## src/hdl/rrfp_pkg.sv

```systemverilog
// Shared constants and types for the radar range frame parser.
`default_nettype none
package rrfp_pkg;

  localparam int unsigned DEFAULT_PAYLOAD_BYTES = 8;

  localparam logic [7:0]  PREAMBLE_BYTE     = 8'hAA;
  localparam logic [7:0]  POSTAMBLE_BYTE    = 8'h55;
  localparam logic [15:0] DEFAULT_TARGET_ID = 16'h070C;

  // Status from the frame FSM to the top level, valid in the cycle of a step.
  typedef struct packed {
    logic        at_end;     // next byte is the second postamble byte
    logic        res_valid;  // this step completes a matching frame
    logic [15:0] distance;
  } rrfp_fsm_stat_t;

endpackage
`default_nettype wire

```

## src/hdl/rrfp_in_reg.sv

```systemverilog
// Input register stage for the received byte stream.
`default_nettype none
module rrfp_in_reg (
  input  wire logic       clk,
  input  wire logic       rst_n,
  input  wire logic       in_tvalid,
  output logic            in_tready,
  input  wire logic [7:0] in_tdata,   // [7:0] rx_byte
  input  wire logic       take,       // downstream consumes the held byte
  output logic            byte_valid,
  output logic [7:0]      byte_data
);

  logic       valid_r, valid_nxt;
  logic [7:0] byte_r;

  assign in_tready = !valid_r || take;
  assign valid_nxt = in_tready ? in_tvalid : valid_r;

  always_ff @(posedge clk) begin
    if (!rst_n) begin
      valid_r <= 1'b0;
    end else begin
      valid_r <= valid_nxt;
    end
  end

  always_ff @(posedge clk) begin
    if (in_tready && in_tvalid) begin
      byte_r <= in_tdata;
    end
  end

  assign byte_valid = valid_r;
  assign byte_data  = byte_r;

endmodule
`default_nettype wire

```

## src/hdl/rrfp_frame_fsm.sv

```systemverilog
// Frame deframing state machine, checksum and distance capture.
`default_nettype none
module rrfp_frame_fsm
  import rrfp_pkg::*;
#(
  parameter int unsigned PAYLOAD_BYTES = DEFAULT_PAYLOAD_BYTES
) (
  input  wire logic        clk,
  input  wire logic        rst_n,
  input  wire logic        cfg_wr_en,
  input  wire logic [15:0] cfg_wr_data,
  input  wire logic        step,
  input  wire logic [7:0]  rx_byte,
  output rrfp_fsm_stat_t   stat
);

  localparam int unsigned CNT_W = $clog2(PAYLOAD_BYTES + 1);
  localparam logic [CNT_W-1:0] IDX_DIST_HI = CNT_W'(2);
  localparam logic [CNT_W-1:0] IDX_DIST_LO = CNT_W'(3);
  localparam logic [CNT_W-1:0] CNT_LAST    = CNT_W'(PAYLOAD_BYTES);

  typedef enum logic [2:0] {
    ST_PRE1,
    ST_PRE2,
    ST_ID_LO,
    ST_ID_HI,
    ST_PAYLOAD,
    ST_CHECK,
    ST_POST1,
    ST_POST2
  } state_t;

  state_t           state_r, state_nxt;
  logic [15:0]      target_r;
  logic [15:0]      id_r, id_nxt;
  logic [7:0]       sum_r, sum_nxt;
  logic [CNT_W-1:0] cnt_r, cnt_nxt, cnt_inc;
  logic [7:0]       dist_hi_r, dist_lo_r;
  logic             match;

  assign cnt_inc = cnt_r + CNT_W'(1);

  always_comb begin
    state_nxt = state_r;
    id_nxt    = id_r;
    sum_nxt   = sum_r;
    cnt_nxt   = cnt_r;
    match     = 1'b0;
    case (state_r)
      ST_PRE1: begin
        if (rx_byte == PREAMBLE_BYTE) state_nxt = ST_PRE2;
      end
      ST_PRE2: begin
        state_nxt = (rx_byte == PREAMBLE_BYTE) ? ST_ID_LO : ST_PRE1;
      end
      ST_ID_LO: begin
        id_nxt    = {8'h00, rx_byte};
        state_nxt = ST_ID_HI;
      end
      ST_ID_HI: begin
        id_nxt    = {rx_byte, id_r[7:0]};
        sum_nxt   = 8'h00;
        cnt_nxt   = '0;
        state_nxt = ST_PAYLOAD;
      end
      ST_PAYLOAD: begin
        sum_nxt = sum_r + rx_byte;
        cnt_nxt = cnt_inc;
        if (cnt_inc == CNT_LAST) state_nxt = ST_CHECK;
      end
      ST_CHECK: begin
        state_nxt = (rx_byte == sum_r) ? ST_POST1 : ST_PRE1;
      end
      ST_POST1: begin
        state_nxt = (rx_byte == POSTAMBLE_BYTE) ? ST_POST2 : ST_PRE1;
      end
      ST_POST2: begin
        match     = (rx_byte == POSTAMBLE_BYTE) && (id_r == target_r);
        state_nxt = ST_PRE1;
      end
      default: begin
        state_nxt = ST_PRE1;
      end
    endcase
  end

  always_ff @(posedge clk) begin
    if (!rst_n) begin
      state_r  <= ST_PRE1;
      id_r     <= '0;
      sum_r    <= '0;
      cnt_r    <= '0;
      target_r <= DEFAULT_TARGET_ID;
    end else begin
      if (cfg_wr_en) target_r <= cfg_wr_data;
      if (step) begin
        state_r <= state_nxt;
        id_r    <= id_nxt;
        sum_r   <= sum_nxt;
        cnt_r   <= cnt_nxt;
      end
    end
  end

  // Only payload bytes 2 and 3 are ever read, so only they are kept.
  always_ff @(posedge clk) begin
    if (step && state_r == ST_PAYLOAD) begin
      if (cnt_r == IDX_DIST_HI) dist_hi_r <= rx_byte;
      if (cnt_r == IDX_DIST_LO) dist_lo_r <= rx_byte;
    end
  end

  assign stat.at_end    = (state_r == ST_POST2);
  assign stat.res_valid = step && match;
  assign stat.distance  = {dist_hi_r, dist_lo_r};

endmodule
`default_nettype wire

```

## src/hdl/rrfp_out_reg.sv

```systemverilog
// Result register feeding the output stream.
`default_nettype none
module rrfp_out_reg (
  input  wire logic        clk,
  input  wire logic        rst_n,
  input  wire logic        load,
  input  wire logic [15:0] load_data,
  output logic             free,      // register may take a new result
  output logic             out_tvalid,
  input  wire logic        out_tready,
  output logic [15:0]      out_tdata  // [15:0] target_range
);

  logic        valid_r, valid_nxt;
  logic [15:0] data_r;

  assign free      = !valid_r || out_tready;
  assign valid_nxt = load || (valid_r && !out_tready);

  always_ff @(posedge clk) begin
    if (!rst_n) begin
      valid_r <= 1'b0;
    end else begin
      valid_r <= valid_nxt;
    end
  end

  always_ff @(posedge clk) begin
    if (load) begin
      data_r <= load_data;
    end
  end

  assign out_tvalid = valid_r;
  assign out_tdata  = data_r;

endmodule
`default_nettype wire

```

## src/hdl/radar_range_frame_parser_unit.sv

```systemverilog
// Top level of the radar range frame parser.
`default_nettype none
// Takes one serial byte per request and deframes packets of the form
// AA AA, id low, id high, PAYLOAD_BYTES payload bytes, an 8-bit sum of the
// payload, 55 55. Any byte out of place drops back to preamble hunting.
// A good frame whose id equals the target id register (reset 0x070C) gives
// one result: payload bytes 2 and 3 as a big-endian distance in cm. Bytes
// pass through an input register and are parsed from it, so one byte is
// accepted per clock; the only stall is a final postamble byte that
// must wait while the previous result still sits unread in the output
// register. The parsed last byte loads the result into that register.
module radar_range_frame_parser_unit
  import rrfp_pkg::*;
#(
  parameter int unsigned PAYLOAD_BYTES = DEFAULT_PAYLOAD_BYTES
) (
  input  wire logic        clk,
  input  wire logic        rst_n,
  input  wire logic        cfg_wr_en,
  input  wire logic [15:0] cfg_wr_data,  // [15:0] target_message_id
  input  wire logic        in_tvalid,
  output logic             in_tready,
  input  wire logic [7:0]  in_tdata,     // [7:0] rx_byte
  output logic             out_tvalid,
  input  wire logic        out_tready,
  output logic [15:0]      out_tdata     // [15:0] target_range
);

  logic           byte_valid;
  logic [7:0]     byte_data;
  logic           step;
  logic           out_free;
  rrfp_fsm_stat_t fsm_stat;

  // A byte that may finish a frame waits until the result register is free.
  assign step = byte_valid && (!fsm_stat.at_end || out_free);

  rrfp_in_reg u_in_reg (
    .clk        (clk),
    .rst_n      (rst_n),
    .in_tvalid  (in_tvalid),
    .in_tready  (in_tready),
    .in_tdata   (in_tdata),
    .take       (step),
    .byte_valid (byte_valid),
    .byte_data  (byte_data)
  );

  rrfp_frame_fsm #(
    .PAYLOAD_BYTES (PAYLOAD_BYTES)
  ) u_frame_fsm (
    .clk         (clk),
    .rst_n       (rst_n),
    .cfg_wr_en   (cfg_wr_en),
    .cfg_wr_data (cfg_wr_data),
    .step        (step),
    .rx_byte     (byte_data),
    .stat        (fsm_stat)
  );

  rrfp_out_reg u_out_reg (
    .clk        (clk),
    .rst_n      (rst_n),
    .load       (fsm_stat.res_valid),
    .load_data  (fsm_stat.distance),
    .free       (out_free),
    .out_tvalid (out_tvalid),
    .out_tready (out_tready),
    .out_tdata  (out_tdata)
  );

`ifndef NO_ASSERTIONS
  // A result is only produced into a free output register.
  a_load_free: assert property (@(posedge clk) disable iff (!rst_n)
    fsm_stat.res_valid |-> out_free)
    else $error("result produced while output register occupied");

  // A held byte that is not consumed stays held.
  a_byte_held: assert property (@(posedge clk) disable iff (!rst_n)
    (byte_valid && !step) |=> (byte_valid && $stable(byte_data)))
    else $error("pending input byte lost");

  // Only a byte at the frame end can be stalled.
  a_stall_only_end: assert property (@(posedge clk) disable iff (!rst_n)
    (byte_valid && !step) |-> (fsm_stat.at_end && out_tvalid && !out_tready))
    else $error("unexpected parser stall");
`endif

endmodule
`default_nettype wire
```

## config.mk

```make
export PLATFORM = sky130hd
export DESIGN_NAME = radar_range_frame_parser_unit
export DESIGN_NICKNAME = d
export VERILOG_FILES = /design/src/hdl/rrfp_pkg.sv /design/src/hdl/rrfp_in_reg.sv /design/src/hdl/rrfp_frame_fsm.sv /design/src/hdl/rrfp_out_reg.sv /design/src/hdl/radar_range_frame_parser_unit.sv
export SDC_FILE = /design/constraint.sdc
export NUM_CORES = 1
export LEC_CHECK = 0
export ABC_AREA = 1
export BUFFER_PORTS_ARGS = -buffer_cell sky130_fd_sc_hd__buf_2
export CORE_UTILIZATION = 40
export DETAILED_ROUTE_END_ITERATION = 6
export HOLD_SLACK_MARGIN = 0.06
export PLACE_DENSITY = 0.61
export SLEW_MARGIN = 20
export SYNTH_ARGS = -nofsm -noshare
export SYNTH_HDL_FRONTEND = slang
export SYNTH_SLANG_ARGS = --single-unit
```

## constraint.sdc

```tcl
create_clock -name clk -period 6.48 [get_ports clk]
set_input_delay 0.324 -clock clk [delete_from_list [all_inputs] [get_ports clk]]
set_output_delay 0.324 -clock clk [all_outputs]
set_load 0.03 [all_outputs]
```

== Word-level counts from Yosys, hierarchy flattened ==
Cells that the tools add are included.
Storage, ports and cells
  output and inout bits: 18
  bits in registers: 89
Cells by class
  bitwise gates (word level): 1
  mux-type cells: 10
  eq/ne operators: 16
  add/subtract/negate cells: 2
  reductions and logical operators: 23
Operators by type and width (count)
  $pmux W16 S2: 1
  $pmux W3 S8: 1
  $eq A16 B16 Y1: 1
  $pmux W8 S2: 1
  $eq A3 B3 Y1 const B: 4
  $mux W3: 4
  $add A8 B8 Y8: 1
  $eq A4 B2 Y1 const B: 2
  $eq A8 B7 Y1 const B: 1
  $eq A8 B8 Y1: 1
  $eq A8 B8 Y1 const B: 1
  $pmux W4 S2: 1
  $reduce_and A2 Y1: 4
  $eq A3 B2 Y1 const B: 2
  $logic_and A1 B1 Y1: 6
  $reduce_and A3 Y1: 2
  $add A4 B1 Y4 const B: 1
  $eq A4 B4 Y1 const B: 1
  $logic_not A1 Y1: 4
  $logic_or A1 B1 Y1: 4
  $ne A2 B1 Y1 const B: 2
  $reduce_bool A2 Y1: 2
  $eq A3 B1 Y1 const B: 1
  $logic_not A3 Y1: 1
  other kinds (3): 3

== Longest topological paths before layout ==
  depth after elaboration: 6
  gate-level depth with buffers: 9
  mapped depth without buffers: 9

== By module ==
A second synthesis with hierarchy kept.
Second synthesis, totals
  cell total of the unflattened synthesis: 425
  area total of the unflattened synthesis: 3827.4 um^2
By module, submodules not included
  rrfp_frame_fsm: area an instance 2992.9 um^2, times used 1, cells an instance 385
  rrfp_out_reg: area an instance 526.8 um^2, times used 1, cells an instance 22
  rrfp_in_reg: area an instance 291.5 um^2, times used 1, cells an instance 15
  radar_range_frame_parser_unit: area an instance 16.3 um^2, times used 1, cells an instance 3

== Worst setup path after synthesis ==
No wires, ideal clock.
  kind: register -> register
  from: register u_out_reg.valid_r, in the netlist u_out_reg.out_tvalid
  to: register u_frame_fsm.dist_hi_r[0], enable pin
  cell stages (with the launch flop): 9
  slack: 4.382 ns
  required time: 6.097 ns
  arrival time: 1.715 ns
  path through: dfxtp_1 > nand2_1 > nor2_4 > nor2_8 > nand2_2 > inv_1 > buf_6 > nand2_1 > nor3_1
On the way
  longest elaborated chain between the ends: 6
Ends and longest elaborated chain
  start, declared: line rrfp_out_reg.sv:14  | logic valid_r, valid_nxt;
  start signal, assigned: line rrfp_out_reg.sv:24  | valid_r <= valid_nxt;
  $logic_not A1 Y1: line rrfp_out_reg.sv:17  | assign free = !valid_r || out_tready;
  $logic_or A1 B1 Y1: line rrfp_out_reg.sv:17
  $logic_or A1 B1 Y1: line radar_range_frame_parser_unit.sv:36  | assign step = byte_valid && (!fsm_stat.at_end || out_free);
  $logic_and A1 B1 Y1: line radar_range_frame_parser_unit.sv:36
  $logic_and A1 B1 Y1: line rrfp_frame_fsm.sv:107  | if (step && state_r == ST_PAYLOAD) begin
  $reduce_and A2 Y1 (no source line)
  end signal, assigned: line rrfp_frame_fsm.sv:108  | if (cnt_r == IDX_DIST_HI) dist_hi_r <= rx_byte;
  end, declared: line rrfp_frame_fsm.sv:38  | logic [7:0] dist_hi_r, dist_lo_r;
Every way passes these cells.
A chain may end at the register's enable or synchronous reset.

== Final worst setup path ==
  from: register u_frame_fsm.state_r[2]
  to: register u_frame_fsm.dist_hi_r[7], enable pin
On the way
  longest elaborated chain between the ends: 6
  elaborated cells on any way between the ends: 7
  classes of those cells: eq/ne: 2; reduce/logical: 5
Ends and longest elaborated chain
  start, declared: line rrfp_frame_fsm.sv:33  | state_t state_r, state_nxt;
  start signal, assigned: line rrfp_frame_fsm.sv:97  | state_r <= state_nxt;
  $eq A3 B3 Y1: line rrfp_frame_fsm.sv:113  | assign stat.at_end = (state_r == ST_POST2);
  $logic_not A1 Y1: line radar_range_frame_parser_unit.sv:36
  $logic_or A1 B1 Y1: line radar_range_frame_parser_unit.sv:36
  $logic_and A1 B1 Y1: line radar_range_frame_parser_unit.sv:36
  $logic_and A1 B1 Y1 *: line rrfp_frame_fsm.sv:107
  $reduce_and A2 Y1 (no source line) *
Every way passes the cells marked *; elsewhere a longest branch is shown, timed or not.

==> flow_summary_export.csv <==
group,metric,value,unit
setup_path,path_common_cell,"inv_1",
worst_hold_path,worstHoldPathCells,1,
sta,worstMarginPinSlew,0.962,ns
synth,synth_edf_count,40,
sta,finalHoldViolCount,0,
global_route,grt_start_max_net_pins,27,
clock_network,ctsResizeCount,0,
finish,postLayoutCellArea,4480,µm²
clock_network,cts.sinks,89,
clock_network,root_buffer,"clkbuf_8",
power_and_ir_drop,power.switching,0.252,mW
setup_path,reg2reg_slack,4.21,ns
floorplanning,coreArea,9420,µm²
sta,period_share,35.1,%
routing,antenna_left,0,
synth,seq_area_frac_synth,55.3,%
worst_hold_path,min_to,"u_in_reg.byte_data[6]",
routing,via_per_inst,4.70,
placed_design,place_congestion,0.836,
sta,setup_viol,0,
routing,vias,2870,
placed_design,placed_area,4280,µm²
finish,final_nets,515,
setup_path,rr_endpoint,"u_frame_fsm.dist_hi_r[7]",
routing,drt-pass1-iter-count,4,
placed_design,place_hpwl,5620,µm
synth,synthFlopType,"dfxtp_1",
clock_network,post_cts_buffers,0,
power_and_ir_drop,clockPowerShare,36.1,%
finish,final_cell_mix,"nand2_1 (90), nor2_1 (57), dfxtp_1 (49), buf_2 (46), inv_1 (42)",
clock_network,path_clk_slew,0.09,ns
global_route,grtUsageTotal,16.9,%
finish,seqCellArea,2180,µm²
finish,fin_cells,610,
global_route,overflow,0,
sta,finalCriticalPeriod,2.27,ns
setup_path,cp_slowest_cell,"dfxtp_1",
setup_path,path_cells,"inv_1 -> nor2_4 -> nand2_2 -> inv_1 -> nand2_1 -> nor3_2",
finish,mostFrequentLayoutCell,"nand2_1",
synth,synth_area,3950,µm²
global_route,antenna_found_initial,0,
setup_path,rr_worst_depth,6,
floorplanning,io_pins,47,
status,status,"finished clean",
placed_design,io_buffers,46,
routing,drc_errors,0,
clock_network,cts_hold_buf,0,
clock_network,htreeDepth,3,
sta,postLayoutSetupSlackWorst,4.21,ns
finish,drive_gt1_share,20.2,%
power_and_ir_drop,power,1.05,mW
sta,fmax,440,MHz
flow_run,drv_cap,0,
clock_network,clock_path_buffers,2,
power_and_ir_drop,ir_drop,0.0829,mV
routing,drt_iter0_markers,116,
sta,slew_headroom,35.8,%
setup_path,end_kind,"register",
power_and_ir_drop,power_frac_comb,5.5,%
sta,finClkSkew,0.0138,ns
synth,synthCells,428,
clock_network,clock_latency,0.36,ns
synth,ys_ff_latch,89,
floorplanning,die_area,10300,µm²
finish,synthToLayoutAreaGrowth,13.4,%
setup_path,r2r_start,"u_frame_fsm.state_r[2]",
finish,multi_input_area,1520,µm²
setup_path,cp_max_fo,11,
clock_network,cts_buffers,9,
sta,tns,0,ns
setup_path,cp-start-kind,"register",
synth,ys_types,35,
finish,fillers,904,
placed_design,place_inst,594,
clock_network,tritoncts,"done",
setup_path,cpPeakStageDelay,0.56,ns
worst_hold_path,hold_path.class,"input port to register",
synth,synth.avg_cell_area,9.23,µm²
synth,async_flop_share,0,%
setup_path,setup.worst_path.class,"register to register",
floorplanning,die_y,101,µm
floorplanning,die_w,101,µm
routing,totalWireLength,7890,µm
routing,wl_per_cell,12.9,µm
worst_hold_path,hold_path_startpoint,"in_tdata[6]",
power_and_ir_drop,p_sw_share,24.1,%
floorplanning,rows,35,
power_and_ir_drop,p_int,0.796,mW
sta,maxSlewViolCount,0,
synth,synth_nets,467,
power_and_ir_drop,cellPowerDensity,234,nW/µm²
setup_path,worstPathRequired,6.47,ns
finish,diodes,0,
global_route,grt_pass1_vias,2843,
sta,grt_setup_unrepaired,"no",
global_route,grt_first_pass_wirelength,13200,µm
power_and_ir_drop,seqPwrFrac,58.4,%
floorplanning,initial_core_util,41.9,%
power_and_ir_drop,power.leakage,1.84,nW
setup_path,cp.arrival,2.26,ns
placed_design,dpl_worst_slack,3.88,ns
synth,yosysWarnings,0,
-- worst max path at each step --
stage	from	endpoint	slack, ns	cells past startpoint
after floorplan	u_out_reg.out_tvalid	u_frame_fsm.dist_hi_r[0]	4.38	8
after global placement	u_frame_fsm.state_r[2]	u_frame_fsm.dist_hi_r[4]	3.99	6
after detailed placement	u_frame_fsm.state_r[2]	u_frame_fsm.dist_hi_r[4]	3.88	6
after CTS	u_frame_fsm.state_r[2]	u_frame_fsm.dist_hi_r[7]	3.86	6
after global routing	u_frame_fsm.state_r[2]	u_frame_fsm.dist_hi_r[5]	3.99	6
final	u_frame_fsm.state_r[2]	u_frame_fsm.dist_hi_r[7]	4.21	6
-- per-layer routing --
layer / up-vias / part of all wire, % / GRT usage, %
met5: - / 0 / 0
met4: 0 / 2.3 / 7.13
met3: 17 / 2.9 / 3.45
met2: 58 / 46 / 28.0
met1: 1289 / 48 / 21.6
li1: 1506 / - / -
-- sequential cells by signal (all words and copies together), names as in the netlist, 4 cells and up --
register / flops
u_frame_fsm.dist_lo_r: 8
u_frame_fsm.target_r: 16
u_frame_fsm.sum_r: 8
u_frame_fsm.cnt_r: 4
u_in_reg.byte_data: 8
u_frame_fsm.id_r: 16
u_frame_fsm.dist_hi_r: 8
u_out_reg.out_tdata: 16
-- Yosys cell counts, types with 5 or more instances --
| library cell | instances | area (µm²) |
|---|---|---|
| inv_1 | 42 | 158 |
| nand2_1 | 90 | 338 |
| dfxtp_1 | 49 | 981 |
| nor3_1 | 5 | 25.0 |
| a21oi_1 | 22 | 110 |
| nand2_2 | 6 | 37.5 |
| nor2_4 | 5 | 56.3 |
| a22oi_1 | 7 | 52.6 |
| a21oi_2 | 10 | 87.6 |
| xor2_1 | 7 | 61.3 |
| nor2_1 | 57 | 214 |
| edfxtp_1 | 40 | 1200 |
| o21ai_0 | 21 | 105 |
| clkbuf_1 | 6 | 22.5 |
| nand3_1 | 21 | 105 |
| ha_1 | 9 | 113 |
-- critical path, delay by kind of cell (launching register included) --
kind,cells,cell delay [ns]
flip-flops,1,0.56
AND/OR/NAND/NOR,4,0.91
buffers and inverters,2,0.44
-- cell families after synthesis --
logic type | count (synthesis) | synth area share, %
compound gates | 67 | 10.6
simple gates | 196 | 22.2
xor+xnor | 10 | 2.22
buf+inv | 56 | 6.27
flops | 89 | 55.3
fa+ha+maj | 10 | 3.36
-- layout make-up --
type                            instances  area share, %
Sequential cell                        89           48.7
Tap cell                              129           3.60
Clock inverter                          7           1.56
Clock buffer                            9           2.77
Timing Repair Buffer                   47           5.31
Inverter                               46           4.02
Multi-Input combinational cell        283           34.0
-- power groups by stage --
| stage | Combinational, mW | Clock, mW | Sequential (mW) |
|---|---|---|---|
| final | 0.0574 | 0.378 | 0.613 |
| after global routing | 0.0667 | 0.407 | 0.614 |
| after CTS | 0.0576 | 0.384 | 0.613 |
| after detailed placement | 0.0573 | 0 | 0.626 |
| after global placement | 0.0567 | 0 | 0.625 |
| after floorplan | 0.0398 | 0 | 0.618 |
-- per-stage QoR --
stage	util [%]	hold slack, ns
detailed placement	45.5	0.405
CTS	47.5	0.120
global placement	45.5	0.404
global route	47.6	0.115
finish	47.6	0.130
floorplan	-	0.400
(Power assumes the default switching activity.)
